**config.mk**
```make
export PLATFORM = sky130hd
export DESIGN_NAME = torus_dimension_order_router_unit
export DESIGN_NICKNAME = d
export VERILOG_FILES = /design/src/sv/tdor_pkg.sv /design/src/sv/tdor_front.sv /design/src/sv/tdor_queue.sv /design/src/sv/tdor_back.sv /design/src/sv/torus_dimension_order_router_unit.sv
export SDC_FILE = /design/constraint.sdc
export NUM_CORES = 1
export LEC_CHECK = 0
export BUFFER_PORTS_ARGS = -buffer_cell sky130_fd_sc_hd__buf_4
export CORE_MARGIN = 2
export CORE_UTILIZATION = 40
export CTS_CLUSTER_DIAMETER = 120
export CTS_CLUSTER_SIZE = 10
export DETAILED_ROUTE_END_ITERATION = 10
export MAX_ROUTING_LAYER = met4
export PLACE_DENSITY = 0.53
export SETUP_SLACK_MARGIN = 0.05
export SLEW_MARGIN = 20
export SYNTH_ARGS = -nofsm -noshare
export SYNTH_HDL_FRONTEND = slang
export SYNTH_SLANG_ARGS = --single-unit
```
**constraint.sdc**
```tcl
create_clock -name clock -period 10.17 [get_ports clock]
set_clock_uncertainty 0.2 [all_clocks]
set_input_delay 3.051 -clock clock [delete_from_list [all_inputs] [get_ports clock]]
set_output_delay 3.051 -clock clock [all_outputs]
set_load 0.1 [all_outputs]
```
**src/sv/tdor_pkg.sv**
```systemverilog
// Shared constants and types for the torus dimension-order router.
package tdor_pkg;

   localparam int MAX_DIMS     = 3;
   localparam int MAX_DIM_SIZE = 16;
   localparam int ID_W         = 12;
   localparam int CRD_W        = (MAX_DIM_SIZE > 2) ? $clog2(MAX_DIM_SIZE) : 1;
   localparam int SZ_W         = CRD_W + 1;
   localparam int DIM_W        = (MAX_DIMS > 1) ? $clog2(MAX_DIMS) : 1;
   localparam int DCNT_W       = $clog2(MAX_DIMS + 1);
   localparam int STEP_W       = $clog2(ID_W);
   localparam int OUT_MAX      = 64;
   localparam int NCNT_W       = $clog2(OUT_MAX);
   localparam int QUEUE_DEPTH  = 2;
   localparam int DIM_CNT_W    = 2;
   localparam int SIZE_CFG_W   = 5;

   typedef enum logic [1:0] {
      KIND_HOP      = 2'd0,
      KIND_SEND_LIM = 2'd1,
      KIND_RECV_LIM = 2'd2,
      KIND_LOOPBACK = 2'd3
   } kind_type;

   typedef enum logic [2:0] {
      CSR_DIM_COUNT   = 3'd0,
      CSR_SIZE_X      = 3'd1,
      CSR_SIZE_Y      = 3'd2,
      CSR_SIZE_Z      = 3'd3,
      CSR_LOOPBACK_ON = 3'd4,
      CSR_LIMITER_ON  = 3'd5
   } csr_index_type;

   typedef struct packed {
      logic [DIM_CNT_W-1:0]  dim_count;
      logic [SIZE_CFG_W-1:0] size_x;
      logic [SIZE_CFG_W-1:0] size_y;
      logic [SIZE_CFG_W-1:0] size_z;
      logic                  loopback_on;
      logic                  limiter_on;
   } cfg_type;

   // One classified route, handed from the front end to the walker.
   typedef struct packed {
      logic                              loop;
      logic                              lim;
      logic [ID_W-1:0]                   src;
      logic [ID_W-1:0]                   dst;
      logic [MAX_DIMS-1:0]               move;
      logic [MAX_DIMS-1:0]               go_up;
      logic [MAX_DIMS-1:0][CRD_W-1:0]    m;
      logic [MAX_DIMS-1:0][CRD_W-1:0]    t;
      logic [MAX_DIMS-1:0][SZ_W-1:0]     size;
      logic [MAX_DIMS-1:0][ID_W-1:0]     stride;
      logic [MAX_DIMS-1:0][ID_W-1:0]     wrap;
   } item_type;

endpackage

```
**src/sv/tdor_front.sv**
```systemverilog
// Front end: accepts requests, splits ids into coordinates and classifies the route.
module tdor_front import tdor_pkg::*; (
   input  logic            clock,
   input  logic            reset,
   input  cfg_type         cfg,
   input  logic            req_valid,
   output logic            req_stall,
   input  logic [ID_W-1:0] req_src_node,
   input  logic [ID_W-1:0] req_dst_node,
   input  logic            req_end_is_router,
   output logic            push_valid,
   output item_type        push_item,
   input  logic            queue_full
);

   typedef enum logic [3:0] {
      F_IDLE   = 4'b0001,
      F_STRIDE = 4'b0010,
      F_DIV    = 4'b0100,
      F_PUSH   = 4'b1000
   } fstate_type;

   fstate_type            state_ff, state_in;
   logic [ID_W-1:0]       src_ff, src_in, dst_ff, dst_in;
   logic [DCNT_W-1:0]     nd_ff, nd_in;
   logic                  loop_ff, loop_in, lim_ff, lim_in, oor_ff, oor_in;
   logic [SZ_W-1:0]       size_ff [MAX_DIMS];
   logic [SZ_W-1:0]       size_in [MAX_DIMS];
   logic [ID_W-1:0]       stride_ff [MAX_DIMS+1];
   logic [ID_W-1:0]       stride_in [MAX_DIMS+1];
   logic [CRD_W-1:0]      m_ff [MAX_DIMS];
   logic [CRD_W-1:0]      m_in [MAX_DIMS];
   logic [CRD_W-1:0]      t_ff [MAX_DIMS];
   logic [CRD_W-1:0]      t_in [MAX_DIMS];
   logic [ID_W-1:0]       qs_ff, qs_in, qd_ff, qd_in;
   logic [CRD_W-1:0]      rs_ff, rs_in, rd_ff, rd_in;
   logic [DCNT_W-1:0]     k_ff, k_in;
   logic [STEP_W-1:0]     step_ff, step_in;

   logic [DIM_W-1:0]      kx;
   logic [SZ_W-1:0]       cur_size;
   logic [ID_W+SZ_W-1:0]  prod;
   logic [SZ_W-1:0]       rem_s, rem_d;
   logic                  ge_s, ge_d;
   logic [CRD_W-1:0]      rs_nx, rd_nx;
   logic [ID_W-1:0]       qs_nx, qd_nx;
   logic                  drop;
   logic [SZ_W-1:0]       half_w [MAX_DIMS];
   logic [SZ_W-1:0]       mh_w [MAX_DIMS];
   logic [SZ_W-1:0]       mhm_w [MAX_DIMS];

   function automatic logic [SZ_W-1:0] clamp_size(input logic [SIZE_CFG_W-1:0] s);
      logic [SZ_W-1:0] r;
      if (s == '0) begin
         r = SZ_W'(1);
      end else if (int'(s) > MAX_DIM_SIZE) begin
         r = SZ_W'(MAX_DIM_SIZE);
      end else begin
         r = SZ_W'(s);
      end
      return r;
   endfunction

   function automatic logic [SZ_W-1:0] cfg_size(input cfg_type c, input int k);
      logic [SZ_W-1:0] r;
      case (k)
         0:       r = clamp_size(c.size_x);
         1:       r = clamp_size(c.size_y);
         2:       r = clamp_size(c.size_z);
         default: r = SZ_W'(1);
      endcase
      return r;
   endfunction

   assign req_stall = (state_ff != F_IDLE);

   assign kx       = k_ff[DIM_W-1:0];
   assign cur_size = size_ff[kx];
   assign prod     = (ID_W+SZ_W)'(stride_ff[kx]) * (ID_W+SZ_W)'(cur_size);

   // One restoring-division step for each id: the remainder after a whole
   // dimension is its coordinate, the quotient feeds the next dimension.
   assign rem_s = {rs_ff, qs_ff[ID_W-1]};
   assign rem_d = {rd_ff, qd_ff[ID_W-1]};
   assign ge_s  = (rem_s >= cur_size);
   assign ge_d  = (rem_d >= cur_size);
   assign rs_nx = ge_s ? CRD_W'(rem_s - cur_size) : rem_s[CRD_W-1:0];
   assign rd_nx = ge_d ? CRD_W'(rem_d - cur_size) : rem_d[CRD_W-1:0];
   assign qs_nx = {qs_ff[ID_W-2:0], ge_s};
   assign qd_nx = {qd_ff[ID_W-2:0], ge_d};

   assign drop = oor_ff || ((src_ff == dst_ff) && !loop_ff && !lim_ff);

   always_comb begin
      push_item.loop = loop_ff && (src_ff == dst_ff);
      push_item.lim  = lim_ff;
      push_item.src  = src_ff;
      push_item.dst  = dst_ff;
      for (int k = 0; k < MAX_DIMS; k++) begin
         half_w[k] = size_ff[k] >> 1;
         mh_w[k]   = SZ_W'(m_ff[k]) + half_w[k];
         mhm_w[k]  = (mh_w[k] >= size_ff[k]) ? SZ_W'(mh_w[k] - size_ff[k]) : mh_w[k];
         push_item.go_up[k] = ((t_ff[k] > m_ff[k]) && (SZ_W'(t_ff[k]) <= mh_w[k])) ||
                              ((SZ_W'(m_ff[k]) > half_w[k]) && (mhm_w[k] >= SZ_W'(t_ff[k])));
         push_item.move[k]   = (DCNT_W'(k) < nd_ff) && (m_ff[k] != t_ff[k]);
         push_item.m[k]      = m_ff[k];
         push_item.t[k]      = t_ff[k];
         push_item.size[k]   = size_ff[k];
         push_item.stride[k] = stride_ff[k];
         // Arithmetic is modulo the id width, which keeps the wrap jump exact.
         push_item.wrap[k]   = stride_ff[k+1] - stride_ff[k];
      end
   end

   assign push_valid = (state_ff == F_PUSH) && !drop && !queue_full;

   always_comb begin
      state_in  = state_ff;
      src_in    = src_ff;
      dst_in    = dst_ff;
      nd_in     = nd_ff;
      loop_in   = loop_ff;
      lim_in    = lim_ff;
      oor_in    = oor_ff;
      size_in   = size_ff;
      stride_in = stride_ff;
      m_in      = m_ff;
      t_in      = t_ff;
      qs_in     = qs_ff;
      qd_in     = qd_ff;
      rs_in     = rs_ff;
      rd_in     = rd_ff;
      k_in      = k_ff;
      step_in   = step_ff;
      case (state_ff)
         F_IDLE: begin
            if (req_valid && !req_end_is_router) begin
               src_in  = req_src_node;
               dst_in  = req_dst_node;
               loop_in = cfg.loopback_on;
               lim_in  = cfg.limiter_on;
               if (cfg.dim_count == '0) begin
                  nd_in = DCNT_W'(1);
               end else if (int'(cfg.dim_count) > MAX_DIMS) begin
                  nd_in = DCNT_W'(MAX_DIMS);
               end else begin
                  nd_in = DCNT_W'(cfg.dim_count);
               end
               for (int k = 0; k < MAX_DIMS; k++) begin
                  size_in[k] = cfg_size(cfg, k);
               end
               stride_in[0] = ID_W'(1);
               k_in         = '0;
               state_in     = F_STRIDE;
            end
         end
         F_STRIDE: begin
            stride_in[DCNT_W'(k_ff + 1'b1)] = prod[ID_W-1:0];
            if (k_ff == DCNT_W'(MAX_DIMS - 1)) begin
               k_in     = '0;
               step_in  = '0;
               qs_in    = src_ff;
               qd_in    = dst_ff;
               rs_in    = '0;
               rd_in    = '0;
               oor_in   = 1'b0;
               state_in = F_DIV;
            end else begin
               k_in = k_ff + 1'b1;
            end
         end
         F_DIV: begin
            qs_in   = qs_nx;
            qd_in   = qd_nx;
            rs_in   = rs_nx;
            rd_in   = rd_nx;
            step_in = step_ff + 1'b1;
            if (step_ff == STEP_W'(ID_W - 1)) begin
               m_in[kx] = rs_nx;
               t_in[kx] = rd_nx;
               rs_in    = '0;
               rd_in    = '0;
               step_in  = '0;
               // An id lies in the torus when nothing is left above the last dimension.
               if (k_ff == DCNT_W'(nd_ff - 1'b1)) begin
                  oor_in = (qs_nx != '0) || (qd_nx != '0);
               end
               if (k_ff == DCNT_W'(MAX_DIMS - 1)) begin
                  state_in = F_PUSH;
               end else begin
                  k_in = k_ff + 1'b1;
               end
            end
         end
         F_PUSH: begin
            if (drop || !queue_full) begin
               state_in = F_IDLE;
            end
         end
         default: begin
            state_in = F_IDLE;
         end
      endcase
   end

   always_ff @(posedge clock) begin
      if (reset) begin
         state_ff <= F_IDLE;
      end else begin
         state_ff <= state_in;
      end
   end

   always_ff @(posedge clock) begin
      src_ff    <= src_in;
      dst_ff    <= dst_in;
      nd_ff     <= nd_in;
      loop_ff   <= loop_in;
      lim_ff    <= lim_in;
      oor_ff    <= oor_in;
      size_ff   <= size_in;
      stride_ff <= stride_in;
      m_ff      <= m_in;
      t_ff      <= t_in;
      qs_ff     <= qs_in;
      qd_ff     <= qd_in;
      rs_ff     <= rs_in;
      rd_ff     <= rd_in;
      k_ff      <= k_in;
      step_ff   <= step_in;
   end

endmodule

```
**src/sv/tdor_queue.sv**
```systemverilog
// Short queue of classified routes between the front end and the walker.
module tdor_queue import tdor_pkg::*; (
   input  logic     clock,
   input  logic     reset,
   input  logic     push_valid,
   input  item_type push_item,
   output logic     full,
   input  logic     pop,
   output logic     head_valid,
   output item_type head_item
);

   localparam int QP_W = (QUEUE_DEPTH > 1) ? $clog2(QUEUE_DEPTH) : 1;
   localparam int QC_W = $clog2(QUEUE_DEPTH + 1);

   item_type           mem_ff [QUEUE_DEPTH];
   logic [QP_W-1:0]    wr_ptr_ff, wr_ptr_in, rd_ptr_ff, rd_ptr_in;
   logic [QC_W-1:0]    count_ff, count_in;
   logic               do_push, do_pop;

   assign full       = (count_ff == QC_W'(QUEUE_DEPTH));
   assign head_valid = (count_ff != '0);
   assign head_item  = mem_ff[rd_ptr_ff];
   assign do_push    = push_valid && !full;
   assign do_pop     = pop && head_valid;

   always_comb begin
      wr_ptr_in = wr_ptr_ff;
      rd_ptr_in = rd_ptr_ff;
      count_in  = count_ff;
      if (do_push) begin
         wr_ptr_in = (wr_ptr_ff == QP_W'(QUEUE_DEPTH - 1)) ? '0 : wr_ptr_ff + 1'b1;
      end
      if (do_pop) begin
         rd_ptr_in = (rd_ptr_ff == QP_W'(QUEUE_DEPTH - 1)) ? '0 : rd_ptr_ff + 1'b1;
      end
      if (do_push && !do_pop) begin
         count_in = count_ff + 1'b1;
      end else if (do_pop && !do_push) begin
         count_in = count_ff - 1'b1;
      end
   end

   always_ff @(posedge clock) begin
      if (reset) begin
         wr_ptr_ff <= '0;
         rd_ptr_ff <= '0;
         count_ff  <= '0;
      end else begin
         wr_ptr_ff <= wr_ptr_in;
         rd_ptr_ff <= rd_ptr_in;
         count_ff  <= count_in;
      end
   end

   always_ff @(posedge clock) begin
      if (do_push) begin
         mem_ff[wr_ptr_ff] <= push_item;
      end
   end

endmodule

```
**src/sv/tdor_back.sv**
```systemverilog
// Route walker: walks the dimensions, one link entry per cycle unless stalled.
module tdor_back import tdor_pkg::*; (
   input  logic            clock,
   input  logic            reset,
   input  logic            head_valid,
   input  item_type        head_item,
   output logic            pop,
   output logic            rsp_valid,
   input  logic            rsp_stall,
   output logic [1:0]      rsp_entry_kind,
   output logic [ID_W-1:0] rsp_link_node,
   output logic [1:0]      rsp_link_dim,
   output logic            rsp_use_up,
   output logic            rsp_last
);

   typedef enum logic [5:0] {
      B_IDLE = 6'b000001,
      B_SEEK = 6'b000010,
      B_SLIM = 6'b000100,
      B_HOP  = 6'b001000,
      B_RLIM = 6'b010000,
      B_LOOP = 6'b100000
   } bstate_type;

   bstate_type         state_ff, state_in;
   item_type           it_ff, it_in;
   logic [DCNT_W-1:0]  j_ff, j_in;
   logic [CRD_W-1:0]   c_ff, c_in;
   logic [ID_W-1:0]    cur_ff, cur_in;
   logic [NCNT_W-1:0]  n_ff, n_in;
   logic               valid_ff, valid_in;
   kind_type           kind_ff, kind_in;
   logic [ID_W-1:0]    node_ff, node_in;
   logic [1:0]         dim_ff, dim_in;
   logic               up_ff, up_in, last_ff, last_in;

   logic [DIM_W-1:0]   jx;
   logic [SZ_W-1:0]    s;
   logic               go_up, at_top, at_bot, later, cap, hop_end, emit_ok, emit;
   logic [ID_W-1:0]    nbr_node;
   logic [CRD_W-1:0]   next_c;

   assign jx      = j_ff[DIM_W-1:0];
   assign s       = it_ff.size[jx];
   assign go_up   = it_ff.go_up[jx];
   assign at_top  = (SZ_W'(c_ff) == SZ_W'(s - 1'b1));
   assign at_bot  = (c_ff == '0);
   assign cap     = (n_ff == NCNT_W'(OUT_MAX - 1));
   assign emit_ok = !valid_ff || !rsp_stall;

   always_comb begin
      if (go_up) begin
         nbr_node = at_top ? cur_ff - it_ff.wrap[jx] : cur_ff + it_ff.stride[jx];
         next_c   = at_top ? '0 : c_ff + 1'b1;
      end else begin
         nbr_node = at_bot ? cur_ff + it_ff.wrap[jx] : cur_ff - it_ff.stride[jx];
         next_c   = at_bot ? CRD_W'(s - 1'b1) : c_ff - 1'b1;
      end
   end

   // Any move still pending in a later dimension.
   always_comb begin
      later = 1'b0;
      for (int k = 0; k < MAX_DIMS; k++) begin
         if (DCNT_W'(k) > j_ff) begin
            later = later | it_ff.move[k];
         end
      end
   end

   assign hop_end = (next_c == it_ff.t[jx]) && !later && !it_ff.lim;

   always_comb begin
      state_in = state_ff;
      it_in    = it_ff;
      j_in     = j_ff;
      c_in     = c_ff;
      cur_in   = cur_ff;
      n_in     = n_ff;
      pop      = 1'b0;
      emit     = 1'b0;
      kind_in  = kind_ff;
      node_in  = node_ff;
      dim_in   = dim_ff;
      up_in    = up_ff;
      last_in  = last_ff;
      case (state_ff)
         B_IDLE: begin
            if (head_valid) begin
               pop      = 1'b1;
               it_in    = head_item;
               cur_in   = head_item.src;
               j_in     = '0;
               n_in     = '0;
               state_in = head_item.loop ? B_LOOP : B_SEEK;
            end
         end
         B_SEEK: begin
            if (j_ff == DCNT_W'(MAX_DIMS)) begin
               state_in = it_ff.lim ? B_RLIM : B_IDLE;
            end else if (it_ff.move[jx]) begin
               c_in     = it_ff.m[jx];
               state_in = it_ff.lim ? B_SLIM : B_HOP;
            end else begin
               j_in = j_ff + 1'b1;
            end
         end
         B_SLIM: begin
            if (emit_ok) begin
               emit     = 1'b1;
               kind_in  = KIND_SEND_LIM;
               node_in  = cur_ff;
               dim_in   = '0;
               up_in    = 1'b1;
               last_in  = cap;
               n_in     = n_ff + 1'b1;
               state_in = cap ? B_IDLE : B_HOP;
            end
         end
         B_HOP: begin
            if (emit_ok) begin
               emit    = 1'b1;
               kind_in = KIND_HOP;
               node_in = go_up ? cur_ff : nbr_node;
               dim_in  = 2'(j_ff);
               up_in   = go_up;
               last_in = cap || hop_end;
               n_in    = n_ff + 1'b1;
               cur_in  = nbr_node;
               c_in    = next_c;
               if (cap || hop_end) begin
                  state_in = B_IDLE;
               end else if (next_c == it_ff.t[jx]) begin
                  j_in     = j_ff + 1'b1;
                  state_in = B_SEEK;
               end else begin
                  state_in = it_ff.lim ? B_SLIM : B_HOP;
               end
            end
         end
         B_RLIM: begin
            if (emit_ok) begin
               emit     = 1'b1;
               kind_in  = KIND_RECV_LIM;
               node_in  = it_ff.dst;
               dim_in   = '0;
               up_in    = 1'b0;
               last_in  = 1'b1;
               state_in = B_IDLE;
            end
         end
         B_LOOP: begin
            if (emit_ok) begin
               emit     = 1'b1;
               kind_in  = KIND_LOOPBACK;
               node_in  = it_ff.src;
               dim_in   = '0;
               up_in    = 1'b1;
               last_in  = 1'b1;
               state_in = B_IDLE;
            end
         end
         default: begin
            state_in = B_IDLE;
         end
      endcase
      valid_in = emit || (valid_ff && rsp_stall);
   end

   always_ff @(posedge clock) begin
      if (reset) begin
         state_ff <= B_IDLE;
         valid_ff <= 1'b0;
      end else begin
         state_ff <= state_in;
         valid_ff <= valid_in;
      end
   end

   always_ff @(posedge clock) begin
      it_ff   <= it_in;
      j_ff    <= j_in;
      c_ff    <= c_in;
      cur_ff  <= cur_in;
      n_ff    <= n_in;
      kind_ff <= kind_in;
      node_ff <= node_in;
      dim_ff  <= dim_in;
      up_ff   <= up_in;
      last_ff <= last_in;
   end

   assign rsp_valid      = valid_ff;
   assign rsp_entry_kind = kind_ff;
   assign rsp_link_node  = node_ff;
   assign rsp_link_dim   = dim_ff;
   assign rsp_use_up     = up_ff;
   assign rsp_last       = last_ff;

endmodule

```
**src/sv/torus_dimension_order_router_unit.sv**
```systemverilog
// The front end's bit-serial coordinate divider decodes one request at a time and holds
// req_stall until the decoded route has entered the queue or been dropped. The walker emits
// one route entry per cycle while walking a dimension and the receiver does not stall; a
// two-deep queue lets the front end decode the next request meanwhile.
// Reset is synchronous: registers return to three 4x4x4 dimensions, the queue empties.
module torus_dimension_order_router_unit import tdor_pkg::*; (
   input  logic            clock,
   input  logic            reset,
   input  logic            req_valid,
   output logic            req_stall,
   input  logic [ID_W-1:0] req_src_node,
   input  logic [ID_W-1:0] req_dst_node,
   input  logic            req_end_is_router,
   output logic            rsp_valid,
   input  logic            rsp_stall,
   output logic [1:0]      rsp_entry_kind,
   output logic [ID_W-1:0] rsp_link_node,
   output logic [1:0]      rsp_link_dim,
   output logic            rsp_use_up,
   output logic            rsp_last,
   input  logic            csr_psel,
   input  logic            csr_penable,
   input  logic            csr_pwrite,
   input  logic [4:0]      csr_paddr,
   input  logic [31:0]     csr_pwdata,
   output logic [31:0]     csr_prdata,
   output logic            csr_pready
);

   cfg_type       cfg_ff, cfg_in;
   csr_index_type csr_index;
   logic          csr_write;
   logic          push_valid, queue_full, pop, head_valid;
   item_type      push_item, head_item;

   assign csr_pready = 1'b1;
   assign csr_index  = csr_index_type'(csr_paddr[4:2]);
   assign csr_write  = csr_psel && csr_penable && csr_pwrite;

   always_comb begin
      cfg_in = cfg_ff;
      if (csr_write) begin
         case (csr_index)
            CSR_DIM_COUNT:   cfg_in.dim_count   = csr_pwdata[DIM_CNT_W-1:0];
            CSR_SIZE_X:      cfg_in.size_x      = csr_pwdata[SIZE_CFG_W-1:0];
            CSR_SIZE_Y:      cfg_in.size_y      = csr_pwdata[SIZE_CFG_W-1:0];
            CSR_SIZE_Z:      cfg_in.size_z      = csr_pwdata[SIZE_CFG_W-1:0];
            CSR_LOOPBACK_ON: cfg_in.loopback_on = csr_pwdata[0];
            CSR_LIMITER_ON:  cfg_in.limiter_on  = csr_pwdata[0];
            default:         cfg_in = cfg_ff;
         endcase
      end
   end

   always_comb begin
      case (csr_index)
         CSR_DIM_COUNT:   csr_prdata = 32'(cfg_ff.dim_count);
         CSR_SIZE_X:      csr_prdata = 32'(cfg_ff.size_x);
         CSR_SIZE_Y:      csr_prdata = 32'(cfg_ff.size_y);
         CSR_SIZE_Z:      csr_prdata = 32'(cfg_ff.size_z);
         CSR_LOOPBACK_ON: csr_prdata = 32'(cfg_ff.loopback_on);
         CSR_LIMITER_ON:  csr_prdata = 32'(cfg_ff.limiter_on);
         default:         csr_prdata = '0;
      endcase
   end

   always_ff @(posedge clock) begin
      if (reset) begin
         cfg_ff.dim_count   <= DIM_CNT_W'(3);
         cfg_ff.size_x      <= SIZE_CFG_W'(4);
         cfg_ff.size_y      <= SIZE_CFG_W'(4);
         cfg_ff.size_z      <= SIZE_CFG_W'(4);
         cfg_ff.loopback_on <= 1'b0;
         cfg_ff.limiter_on  <= 1'b0;
      end else begin
         cfg_ff <= cfg_in;
      end
   end

   tdor_front u_front (
      .clock             (clock),
      .reset             (reset),
      .cfg               (cfg_ff),
      .req_valid         (req_valid),
      .req_stall         (req_stall),
      .req_src_node      (req_src_node),
      .req_dst_node      (req_dst_node),
      .req_end_is_router (req_end_is_router),
      .push_valid        (push_valid),
      .push_item         (push_item),
      .queue_full        (queue_full)
   );

   tdor_queue u_queue (
      .clock      (clock),
      .reset      (reset),
      .push_valid (push_valid),
      .push_item  (push_item),
      .full       (queue_full),
      .pop        (pop),
      .head_valid (head_valid),
      .head_item  (head_item)
   );

   tdor_back u_back (
      .clock          (clock),
      .reset          (reset),
      .head_valid     (head_valid),
      .head_item      (head_item),
      .pop            (pop),
      .rsp_valid      (rsp_valid),
      .rsp_stall      (rsp_stall),
      .rsp_entry_kind (rsp_entry_kind),
      .rsp_link_node  (rsp_link_node),
      .rsp_link_dim   (rsp_link_dim),
      .rsp_use_up     (rsp_use_up),
      .rsp_last       (rsp_last)
   );

endmodule

```
# After elaboration in Yosys (flattened, before gate mapping)
# Memory sizes are Yosys's and may differ from the RTL's. A register that Yosys moved wholly into a read port is not among the register bits.
# Cells that the tools add are included.
# word_totals
register_bits,372
ramBits,286
input_bits,69
out_inout_bits,53
elab_cells,416
memories,1
# op_classes
addsub,27
n_mul,1
magnitude_cmp,31
eq_ne,50
muxes,135
bitwise,4
n_reduce_logical,98
# memory_table
name,words,width,rd,rd_ports_with_merged_regs,wr,line,text
u_queue.mem_ff,2,143,1,1,1,tdor_queue.sv:16,item_type mem_ff [QUEUE_DEPTH];
# op_table
operator,count
12-bit 2-to-1 mux,18
12-bit case mux with 2 select lines,4
4-bit 2-to-1 mux,22
12-bit binary-select mux with 2-bit select,3
6-bit 2-to-1 mux,11
12-bit subtractor,5
5-bit 2-to-1 mux,10
48-bit bitwise mux,1
12-bit case mux with 4 select lines,1
2-bit 2-to-1 mux,17
4-bit case mux with 2 select lines,4
2-bit by 1-bit != test with 1-bit output (second input constant),15
5-bit case mux with 6 select lines,1
6-bit case mux with 5 select lines,1
1-bit logical AND,26
5-bit greater-or-equal comparator,5
12-bit adder,2
12-bit bitwise mux,2
12-bit demux with 2-bit select,1
4-bit > comparator,6
12-bit nonzero test,2
1-bit 2-to-1 mux,23
2-bit AND reduction,11
5-bit binary-select mux with 2-bit select,2
other kinds (71),153

# Longest topological paths before layout
# Gate-level depths: netlist (run 1).
# depth
depth_word,13
depth_mapped,27
depth_no_buf,23

# Hierarchy
# Synthesis (run 1) repeated with hierarchy kept, for this count alone.
# hier_totals
cells_unflattened,2576
area_unflattened_um2,34085.2
# by_module_without_submodules
module,instances,cells_each,area_per_inst_um2,seq_area_each_um2
tdor_front,1,1234,12559.5,4704.5
tdor_queue,1,470,10815.4,8688.3
tdor_back,1,740,9444.1,5665.4
torus_dimension_order_router_unit,1,132,1266.2,380.4

# Worst setup path after synthesis (run 1)
# Ideal clock, no wire load.
# synth_timing
path_type,reg2reg
startpoint,reg u_back.state_ff[2]
endpoint,reg u_queue.count_ff[1]
setup_time_ns,0.070
arrival_ns,8.178
t_required_ns,9.900
path_slack_ns,1.721
path_stages_with_launch,8
path_buffers,0
synth_period_minus_slack_ns,8.449
path_cell_list,dfxtp_1 -> nor4_1 -> nand3b_1 -> nor2_1 -> inv_1 -> ha_1 -> or3_1 -> a21oi_1
# synth_between
elab_chain_cells,6
elab_cells_between_ends,8
classes_between,eq/ne (1); mux (2); reduce/logical (5)
# synth_lines
item,line,text
start: declaration,tdor_back.sv:26,"bstate_type state_ff, state_in;"
start signal: assignment,tdor_back.sv:176,state_ff <= state_in;
6-bit by 1-bit == test with 1-bit output (*),tdor_back.sv:88,case (state_ff)
1-bit 2-to-1 mux (*),tdor_back.sv:88,
named net pop,torus_dimension_order_router_unit.sv:33,"logic push_valid, queue_full, pop, head_valid;"
1-bit logical AND (*),tdor_queue.sv:25,assign do_pop = pop && head_valid;
1-bit zero test,tdor_queue.sv:37,if (do_push && !do_pop) begin
1-bit logical AND,tdor_queue.sv:37,
2-bit 2-to-1 mux / 2-bit nonzero test (equally long branches),--,
end signal: assignment,tdor_queue.sv:52,count_ff <= count_in;
end: declaration,tdor_queue.sv:18,"logic [QC_W-1:0] count_ff, count_in;"
# Mark *: on every way through the listed nets, which the timed path passes. The rest lies on a longest branch.
# A chain may end at the register's enable or synchronous reset.

# Worst setup path after layout (run 1)
# layout_timing
startpoint,in csr_paddr[2]
endpoint,out csr_prdata[1]
# layout_between
elab_chain_cells,2
elab_cells_between_ends,7
classes_between,eq/ne (5); mux (1); reduce/logical (1)
# layout_lines
item,line,text
start: declaration,torus_dimension_order_router_unit.sv:24,"input logic [4:0] csr_paddr,"
3-bit == test (tied with other cells),torus_dimension_order_router_unit.sv:56,case (csr_index)
5-bit case mux with 6 select lines (*),torus_dimension_order_router_unit.sv:56,
end: declaration,torus_dimension_order_router_unit.sv:26,"output logic [31:0] csr_prdata,"
# Every way passes the cells marked *; elsewhere a longest branch is shown, timed or not.

==> run_results.csv, run 1 <==
group,metric,value,unit
worst_setup_path,crit_family,"multiplexers",
cts,cts_resized,0,
pwr,intPower,5.24,mW
cts,cts-root-buf,"clkbuf_16",
global_route,antenna_found_initial,1,
worst_setup_path,crit_top_cell,"buf_4",
sta,hold_viol,0,
cts,htreeDepth,3,
cells_and_area,nets,2846,
worst_setup_path,cp.depth,4,
synth,synth_most_common_cell,"edfxtp_1",
global_route,grt_pass1_vias,19800,
worst_setup_path,cp.required,6920,ps
worst_setup_path,crit_buf_inv,2,
global_route,grt_usage,18.5,%
cts,cts_buffers,75,
worst_setup_path,cp-endpoint,"csr_prdata[1]",
run,cap_violations,0,
cells_and_area,diodes,0,
sta,drv_slew,0,
worst_setup_path,path_max_fanout,15,
route,wl_per_cell,20.7,microns
worst_setup_path,crit_slowest_cell,"mux4_2",
floorplan,ios,122,
global_route,grt_max_degree,79,
cts,clk_pin_slew,50,ps
pwr,p_leak,13.6,nW
placed_design,dp_slack,2790,ps
synth,synth_top_area_share,57.1,%
cells_and_area,finalNonFillerCells,3685,
pwr,p_per_area,209,mW/mm^2
pwr,total_power,7.66,mW
pwr,ir_worst_vdd,131,uV
outcome,outcome,"complete, no violations",
global_route,grt_pass1_wl,117,mm
sta,period_needed,7370,ps
floorplan,die_w,290,microns
pwr,p_comb_share,26.0,%
route,routed_wl,76.1,mm
pwr,seqPwrFrac,42.1,%
route,drt_iter0_markers,1186,
route,vias,19400,
floorplan,initial_core_util,40.2,%
synth,yosys-top-cells-count,"edfxtp_1 (624), nand2_1 (193), inv_1 (177), ha_1 (168), mux2_2 (158)",
synth,yosys_warnings,0,
worst_setup_path,critPathKind,"in -> out",
placed_design,numPortBuffers,64,
route,antenna_left,0,
pwr,swShare,31.5,%
sta,timing.final.crit_share,72.5,%
worst_setup_path,r2r_cells,21,
cts,ctsHoldBuffers,0,
min_path,hp-class,"reg -> reg",
synth,synth.avg_cell_area,13.2,sq um
route,drtPass1Iterations,5,
sta,finalSetupViolations,0,
worst_setup_path,rr_startpoint,"u_back.j_ff[0]$_SDFFCE_PN0P_",
placed_design,dp.final_hpwl,53.3,mm
synth,syn_inst,2482,
synth,synth_edf_count,624,
worst_setup_path,r2r_end,"u_back.rsp_link_node[9]$_DFFE_PP_",
route,routed_via_density,5.27,
sta,tightest_slew,1040,ps
synth,synth.yosys.seq_area_share,59.2,%
worst_setup_path,r2r_slack,2820,ps
worst_setup_path,max_stage_delay,520,ps
pwr,power_switching,2.41,mW
cts,cts.sinks,659,
floorplan,core,0.0817,sq mm
cts,clock_path_buffers,3,
worst_setup_path,start_kind,"input pin",
cts,cts_tree,"yes",
synth,synthArstFlopShare,0,%
worst_setup_path,arrival,4120,ps
worst_setup_path,path_cells,"buf_4, mux4_2, nor2b_1, buf_4",
worst_setup_path,worst_setup_path_end_kind,"primary output",
cts,cts_setup_buffers,0,
sta,rsz0062_at_grt,"no",
sta,setup_tns,0,ps
floorplan,die_area,0.0844,sq mm
cells_and_area,syn2layout_area_growth,11.6,%
sta,max_freq,136,MHz
synth,synth.area.top_cells,"edfxtp_1 (57%), ha_1 (6.4%), mux2_2 (5.4%)",
route,drc,0,
synth,yosys.cell_types.count,85,
cts,clk_latency,630,ps
sta,max-slew-margin-rel,30.2,%
placed_design,routabilityCongestion,0.860,
sta,worst_slack,2800,ps
synth,ys.flop_type,"edfxtp_1",
worst_setup_path,startpoint,"csr_paddr[2]",
floorplan,die_h,290,microns
global_route,grt_overflow,0,
placed_design,dp_cells,3567,
synth,ys_seq_elements,659,
synth,synth_top_area_cell,"edfxtp_1",
cells_and_area,drive_gt1_share,15.0,%
synth,synthesis.area,0.0328,sq mm
pwr,pwr-share-clk,31.9,%
floorplan,rows,105,
cell families (layout without fill, tap and decap cells):
group                      after synthesis  in the layout  synth area share (%)
xor gates and xnor gates               110            110                  2.94
AOI/OAI and AO/OA                      388            388                  8.07
buffers and inverters                  283            390                  3.75
other                                    2             28                0.0229
DFF                                    659            659                  59.2
adders and majority gates              204            204                  8.57
and+or+nand+nor                        586            586                  8.70
muxes                                  250            250                  8.73
state kept, by name, indices dropped and copies added, names as in the netlist, 6 cells and up, named ones only:
| name | cells |
|---|---|
| cfg_ff | 19 |
| u_back.cur_ff | 12 |
| u_back.it_ff | 142 |
| u_back.n_ff | 6 |
| u_back.rsp_link_node | 12 |
| u_back.state_ff | 6 |
| u_front.dst_ff | 12 |
| u_front.push_item | 75 |
| u_front.qd_ff | 12 |
| u_front.qs_ff | 12 |
| u_front.src_ff | 12 |
| u_front.stride_ff | 12 |
| u_queue.mem_ff | 286 |
stage by stage:
| stage | cell area, sq um | util (%) | hold slack [ps] |
|---|---|---|---|
| 6_report | 36600 | 44.8 | 286 |
| 5_1_grt | 36600 | 44.8 | 310 |
| 4_1_cts | 36600 | 44.8 | 289 |
| 3_5_place_dp | 34500 | 42.2 | 267 |
| 3_3_place_gp | 34400 | 42.1 | 257 |
| 2_1_floorplan | 32900 | - | 224 |
layer usage:
metal | GRT usage, % | vias up | wire length [microns]
li1 | - | 9211 | -
met3 | 2.64 | 90 | 3340
met1 | 24.4 | 9730 | 35100
met2 | 30.0 | 387 | 36200
met4 | 5.09 | 0 | 1490
met5 | - | - | 0
worst min path at each step:
| stage | start | to | cells past startpoint |
|---|---|---|---|
| 5_1_grt | cfg_ff[1]$_SDFFE_PP0P_ | u_front.loop_ff$_DFFE_PP_ | 0 |
| 3_3_place_gp | cfg_ff[0]$_SDFFE_PP0P_ | u_front.lim_ff$_DFFE_PP_ | 0 |
| 2_1_floorplan | cfg_ff[0]$_SDFFE_PP0P_ | u_front.lim_ff$_DFFE_PP_ | 0 |
| 6_report | cfg_ff[1]$_SDFFE_PP0P_ | u_front.loop_ff$_DFFE_PP_ | 0 |
| 3_5_place_dp | cfg_ff[1]$_SDFFE_PP0P_ | u_front.loop_ff$_DFFE_PP_ | 0 |
| 4_1_cts | cfg_ff[1]$_SDFFE_PP0P_ | u_front.loop_ff$_DFFE_PP_ | 0 |
layout by cell type (no fill, tap or decap), types with 8 or more instances in the layout:
| master | n |
|---|---|
| edfxtp_1 | 624 |
| nand2_1 | 193 |
| inv_1 | 176 |
| ha_1 | 168 |
| mux2_2 | 158 |
| nor2_1 | 146 |
| a21oi_1 | 102 |
| buf_4 | 92 |
| o21ai_0 | 84 |
| mux2i_1 | 78 |
| xnor2_1 | 75 |
| clkbuf_16 | 75 |
| and2_1 | 43 |
| a21o_1 | 40 |
| nor2b_1 | 37 |
| clkbuf_1 | 36 |
| xor2_1 | 35 |
| fa_1 | 35 |
| dfxtp_1 | 34 |
| and3_1 | 29 |
| nand3_1 | 28 |
| conb_1 | 28 |
| nand2b_1 | 24 |
| nor3_1 | 15 |
| a21boi_0 | 15 |
| mux4_2 | 13 |
| o21a_1 | 12 |
| nor4_1 | 10 |
| nand3b_1 | 10 |
| nand4_1 | 9 |
| o21bai_1 | 9 |
| o2bb2ai_1 | 8 |
| a31oi_1 | 8 |
| a221o_1 | 8 |
power groups by stage:
stage | Clock (mW) | Combinational (mW) | Sequential, mW
after CTS | 2.51 | 2.01 | 3.22
after floorplan | 0 | 1.45 | 3.32
after global placement | 0 | 1.96 | 3.28
after global routing | 2.61 | 2.21 | 3.23
final | 2.44 | 1.99 | 3.22
after detailed placement | 0 | 2.00 | 3.28
final cells by class:
| type | count | area, sq um |
|---|---|---|
| Clock inverter | 7 | 159 |
| Timing Repair Buffer | 95 | 733 |
| Multi-Input combinational cell | 1566 | 12300 |
| Clock buffer | 111 | 2010 |
| Fill cell | 7316 | 45100 |
| Sequential cell | 659 | 19400 |
| Inverter | 177 | 664 |
| Tap cell | 1070 | 1340 |
No activity file was read; power rests on OpenSTA's default activity.
==> inputs of run 2 (changes only) <==
==> constraint.sdc (replaced) <==
create_clock -name clock -period 7.15 [get_ports clock]
set_clock_uncertainty 0.2 [all_clocks]
set_input_delay 2.145 -clock clock [delete_from_list [all_inputs] [get_ports clock]]
set_output_delay 2.145 -clock clock [all_outputs]
set_load 0.1 [all_outputs]
==> run 2 against run 1 <==
  * Via count is 0.22% lower
  * Global-route usage fell by 0.10 points
  * Flip-flop and latch count unchanged
  * Count of clock-buffer cells in the layout is 2 lower
  * Setup slack got worse by 2000 ps
  * Wire length is 0.81% lower
  * Cell area increased by 0.13%
==> run_results.csv, run 2 (synthesis results as in run 1) <==
group,metric,value,unit
run,cap_violations,0,
sta,timing.final.crit_share,89.2,%
sta,rsz0062_at_grt,"no",
route,drt_iter0_markers,1116,
worst_setup_path,r2r_end,"u_back.rsp_link_node[11]$_DFFE_PP_",
worst_setup_path,crit_slowest_cell,"nor3_2",
placed_design,routabilityCongestion,0.841,
placed_design,dp.final_hpwl,53.1,mm
cts,htreeDepth,3,
floorplan,die_area,0.0844,sq mm
floorplan,die_w,290,microns
cells_and_area,largest_register_ffs,286,
sta,drv_slew,0,
cts,clock_path_buffers,3,
cts,cts.sinks,659,
worst_setup_path,cp-endpoint,"u_back.rsp_link_node[11]$_DFFE_PP_",
global_route,grt_max_degree,144,
route,wl_per_cell,20.5,microns
cts,cts_tree,"yes",
worst_setup_path,start_kind,"flop",
cts,ctsHoldBuffers,0,
global_route,grt_pass1_wl,116,mm
floorplan,rows,105,
sta,setup_tns,0,ps
placed_design,numPortBuffers,64,
worst_setup_path,crit_family,"compound AO/OA/AOI/OAI gates",
route,routed_wl,75.5,mm
floorplan,initial_core_util,40.2,%
cells_and_area,drive_gt1_share,15.1,%
sta,tightest_slew,1070,ps
outcome,outcome,"complete, no violations",
cts,cts-root-buf,"clkbuf_16",
worst_setup_path,critPathKind,"reg -> reg",
cts,cts_setup_buffers,0,
cells_and_area,syn2layout_area_growth,11.8,%
worst_setup_path,path_cells,"mux2i_1, o2bb2ai_1, inv_1, ha_1, maj3_2, o22a_1, nor3_2, mux2i_1, o21ai_0, inv_1, ha_1, nor2b_1, o21ai_0, a21boi_0, o211ai_1, a21oi_1, a2111oi_0, nor3_1, xor2_1, xnor2_1, a211oi_1",
cts,clk_latency,640,ps
worst_setup_path,r2r_slack,770,ps
pwr,ir_worst_vdd,155,uV
route,routed_via_density,5.26,
worst_setup_path,max_stage_delay,610,ps
min_path,hp-class,"reg -> reg",
floorplan,ios,122,
floorplan,core,0.0817,sq mm
worst_setup_path,rr_startpoint,"u_back.j_ff[1]$_SDFFCE_PN0P_",
global_route,antenna_found_initial,1,
sta,max_freq,157,MHz
worst_setup_path,arrival,6620,ps
cells_and_area,regMostFlops,"u_queue.mem_ff",
worst_setup_path,path_max_fanout,9,
worst_setup_path,r2r_cells,21,
cells_and_area,finalInstanceArea,0.0367,sq mm
sta,max-slew-margin-rel,28.6,%
worst_setup_path,cp.required,7390,ps
sta,finalSetupViolations,0,
cells_and_area,finalNonFillerCells,3685,
cts,cts_buffers,76,
min_path,hold_start,"cfg_ff[0]$_SDFFE_PP0P_",
worst_setup_path,worst_setup_path_end_kind,"flop",
worst_setup_path,cp.depth,21,
worst_setup_path,crit_buf_inv,2,
placed_design,dp_cells,3566,
sta,worst_slack,772,ps
cells_and_area,mostFrequentLayoutCell,"edfxtp_1",
pwr,p_per_area,298,mW/mm^2
cells_and_area,nets,2846,
placed_design,dp_slack,800,ps
cts,clk_pin_slew,60,ps
route,antenna_left,0,
global_route,grt_usage,18.4,%
sta,period_needed,6380,ps
route,vias,19400,
placed_design,post_dp_cell_area,0.0345,sq mm
route,drtPass1Iterations,5,
sta,hold_viol,0,
cells_and_area,fillers,7313,
global_route,grt_pass1_vias,19800,
pwr,p_leak,13.6,nW
floorplan,die_h,290,microns
global_route,grt_overflow,0,
cts,cts_resized,0,
sta,holdWs,274,ps
cells_and_area,mostFrequentLayoutCells,"edfxtp_1 (624), nand2_1 (193), inv_1 (176)",
worst_setup_path,startpoint,"u_back.j_ff[1]$_SDFFCE_PN0P_",
route,drc,0,
[run 2: cell count changes in the layout (fill, tap and decap cells not counted), sizes merged]
cell,previous run,this run
buf,95,94
inv,178,179
diode,0,1
clkinvlp,0,1
clkbuf,111,109
[run 2: worst min path at each step]
stage / end / slack (ps) / cells after the start
finish: u_front.lim_ff$_DFFE_PP_ / 270 / 0
global route: u_front.lim_ff$_DFFE_PP_ / 300 / 0
CTS: u_front.lim_ff$_DFFE_PP_ / 280 / 0
detailed placement: u_front.loop_ff$_DFFE_PP_ / 260 / 0
global placement: u_front.lim_ff$_DFFE_PP_ / 250 / 0
floorplan: u_front.lim_ff$_DFFE_PP_ / 220 / 0
[run 2: metrics by stage]
step	power [mW]	utilization, %
floorplan	6.78	-
global placement	7.45	42.2
detailed placement	7.49	42.2
CTS	11.0	44.9
global route	11.5	44.9
finish	10.9	44.9
[run 2: power breakdown]
group | leakage (nW) | switching [mW] | internal [mW] | total (mW)
sequential | 5.91 | 0.118 | 4.48 | 4.60
combinational | 6.62 | 1.77 | 1.03 | 2.80
clock | 1.05 | 1.54 | 1.98 | 3.52
total | 13.6 | 3.43 | 7.49 | 10.9
[run 2: final cells by class]
cell class,instances,area (sq um),share of cell area [%]
Clock inverter,9,181,0.494
Tap cell,1070,1340,3.65
Multi-Input combinational cell,1566,12300,33.5
Inverter,177,664,1.81
Timing Repair Buffer,94,743,2.03
Antenna cell,1,2.50,0.00682
Sequential cell,659,19400,53.0
Clock buffer,109,2030,5.52
[run 2: layer usage]
metal  global-route usage (%)  up-vias  wire, microns
met2                     28.9      385          35000
li1                         -     9199              -
met5                        -        -              0
met3                     2.36      138           2630
met4                     6.12        0           2300
met1                     24.9     9653          35500
==> inputs of run 3 (changes only) <==
--- a/config.mk
+++ b/config.mk
@@ -12,7 +12,7 @@
 export CTS_CLUSTER_SIZE = 10
 export DETAILED_ROUTE_END_ITERATION = 10
 export MAX_ROUTING_LAYER = met4
-export PLACE_DENSITY = 0.53
+export PLACE_DENSITY = 0.55
 export SETUP_SLACK_MARGIN = 0.05
 export SLEW_MARGIN = 20
 export SYNTH_ARGS = -nofsm -noshare
==> constraint.sdc (replaced) <==
create_clock -name clock -period 5.65 [get_ports clock]
set_clock_uncertainty 0.2 [all_clocks]
set_input_delay 1.695 -clock clock [delete_from_list [all_inputs] [get_ports clock]]
set_output_delay 1.695 -clock clock [all_outputs]
set_load 0.1 [all_outputs]
==> run 3 against run 2 <==
  * Setup slack lost 410 ps
  * Critical path depth rose by 1
  * Sequential power increased by 26%
  * Count of clock-buffer cells in the layout rose by 2
  * Via count rose by 0.35%
  * Die area unchanged
  * Non-clock buffer count up 54
  * Maximum frequency increased by 21%
  * Register-to-register slack got worse by 410 ps
  * Global-route usage shrank 0.17 points
  * Cell area increased by 1.3%
  * Largest cell class unchanged
==> run_results.csv, run 3 (synthesis results as in run 1) <==
group,metric,value,unit
pwr,p_leak,13.9,nW
cells_and_area,nets,2900,
cts,cts-root-buf,"clkbuf_16",
global_route,grt_pass1_wl,116,mm
route,drt_iter0_markers,1098,
floorplan,ios,122,
min_path,hp-class,"reg -> reg",
placed_design,routabilityCongestion,0.846,
cts,clk_latency,630,ps
worst_setup_path,arrival,5460,ps
sta,max_freq,189,MHz
cells_and_area,regMostFlops,"u_queue.mem_ff",
global_route,grt_usage,18.2,%
cts,clk_pin_slew,60,ps
floorplan,initial_core_util,40.2,%
route,drtPass1Iterations,5,
pwr,ir_worst_vdd,235,uV
global_route,grt_pass1_vias,19800,
min_path,hold_depth,0,
floorplan,die_h,290,microns
sta,drv_slew,0,
sta,timing.final.crit_share,93.6,%
cts,cts_buffers,76,
floorplan,die_area,0.0844,sq mm
floorplan,die_w,290,microns
cells_and_area,mostFrequentLayoutCells,"edfxtp_1 (624), nand2_1 (193), inv_1 (176)",
route,antenna_left,0,
sta,finalSetupViolations,0,
global_route,antenna_found_initial,0,
global_route,grt_max_degree,144,
sta,period_needed,5290,ps
outcome,outcome,"complete, no violations",
worst_setup_path,start_kind,"flop",
sta,tightest_slew,1070,ps
route,drc,0,
floorplan,core,0.0817,sq mm
worst_setup_path,critPathKind,"reg -> reg",
placed_design,dp.final_hpwl,52.8,mm
worst_setup_path,r2r_cells,22,
sta,rsz0062_at_grt,"yes",
worst_setup_path,worst_setup_path_end_kind,"flop",
pwr,p_per_area,381,mW/mm^2
sta,setup_tns,0,ps
worst_setup_path,cp.required,5820,ps
global_route,grt_overflow,0,
cells_and_area,finalNonFillerCells,3741,
cells_and_area,syn2layout_area_growth,13.3,%
cts,cts.sinks,659,
sta,holdWs,251,ps
cts,cts_tree,"yes",
floorplan,rows,105,
cts,htreeDepth,3,
cts,clock_path_buffers,3,
route,routed_via_density,5.20,
cells_and_area,drive_gt1_share,17.0,%
route,vias,19400,
sta,hold_viol,0,
route,routed_wl,75.2,mm
cells_and_area,mostFrequentLayoutCell,"edfxtp_1",
placed_design,numPortBuffers,64,
cells_and_area,largest_register_ffs,286,
placed_design,dp_cells,3616,
cells_and_area,diodes,0,
sta,max-slew-margin-rel,28.6,%
route,wl_per_cell,20.1,microns
worst_setup_path,path_max_fanout,6,
cells_and_area,utilization,45.5,%
run,cap_violations,0,
## run 3: changes by cell type in the layout (fill, tap and decap cells not counted), sizes merged
cell | before | now
clkbuf | 109 | 111
diode | 1 | 0
bufinv | 0 | 1
inv | 179 | 180
clkinv | 6 | 5
buf | 94 | 148
## run 3: final timing paths
check | from | end | slack [ps]
worst min register to register | cfg_ff[0]$_SDFFE_PP0P_ | u_front.lim_ff$_DFFE_PP_ | 250
worst min-delay path | cfg_ff[0]$_SDFFE_PP0P_ | u_front.lim_ff$_DFFE_PP_ | 250
worst max register to register | u_back.j_ff[1]$_SDFFCE_PN0P_ | u_back.rsp_link_node[9]$_DFFE_PP_ | 360
worst max-delay path | u_back.j_ff[1]$_SDFFCE_PN0P_ | u_back.rsp_link_node[9]$_DFFE_PP_ | 360
## run 3: report_power, final
group	switching, mW	internal, mW	total (mW)
sequential	0.121	5.67	5.79
combinational	2.36	1.51	3.86
clock	1.94	2.56	4.49
## run 3: final cells by class
type | instances | area (sq um)
Multi-Input combinational cell | 1566 | 12300
Sequential cell | 659 | 19400
Clock buffer | 111 | 2030
Clock inverter | 10 | 196
Inverter | 177 | 664
Tap cell | 1070 | 1340
Timing Repair Buffer | 148 | 1170
Fill cell | 7286 | 44500
## run 3: metrics by stage
step                instance area, sq um  setup slack (ps)  total power [mW]
finish                             37200               360              14.1
global route                       37200             -24.8              14.9
CTS                                37100              55.6              14.3
detailed placement                 34900              98.0              9.72
global placement                   34900              82.5              9.65
floorplan                          32900             -2160              8.58
## run 3: per-layer routing
metal  vias up  part of all wire (%)  global-route usage, %
li1       9312                     -                      -
met1      9694                    46                   24.2
met2       340                    48                   29.7
met3        97                   3.7                   2.18
met4         0                   1.8                   5.00
met5         -                     0                      -
## run 3: what timing repair did
action,in CTS,in global routing
endpoints found under the setup margin,0,10
hold buffers,0,0
gates resized for setup,0,12
setup buffers,0,4
## run 3: critical path: stages, from the launching register on
cell	delay [ps]
edfxtp_1	380
buf_4	180
mux2i_1	130
o2bb2ai_1	220
inv_1	100
ha_1	250
maj3_2	330
o22a_1	250
nor3_4	290
mux2i_1	220
o21ai_1	90
inv_1	90
ha_1	210
nor2b_1	120
o21ai_0	190
a21boi_0	170
o211ai_1	240
a21oi_1	140
a2111oi_1	430
buf_4	180
xor2_1	180
o21ai_0	150
a221o_1	280
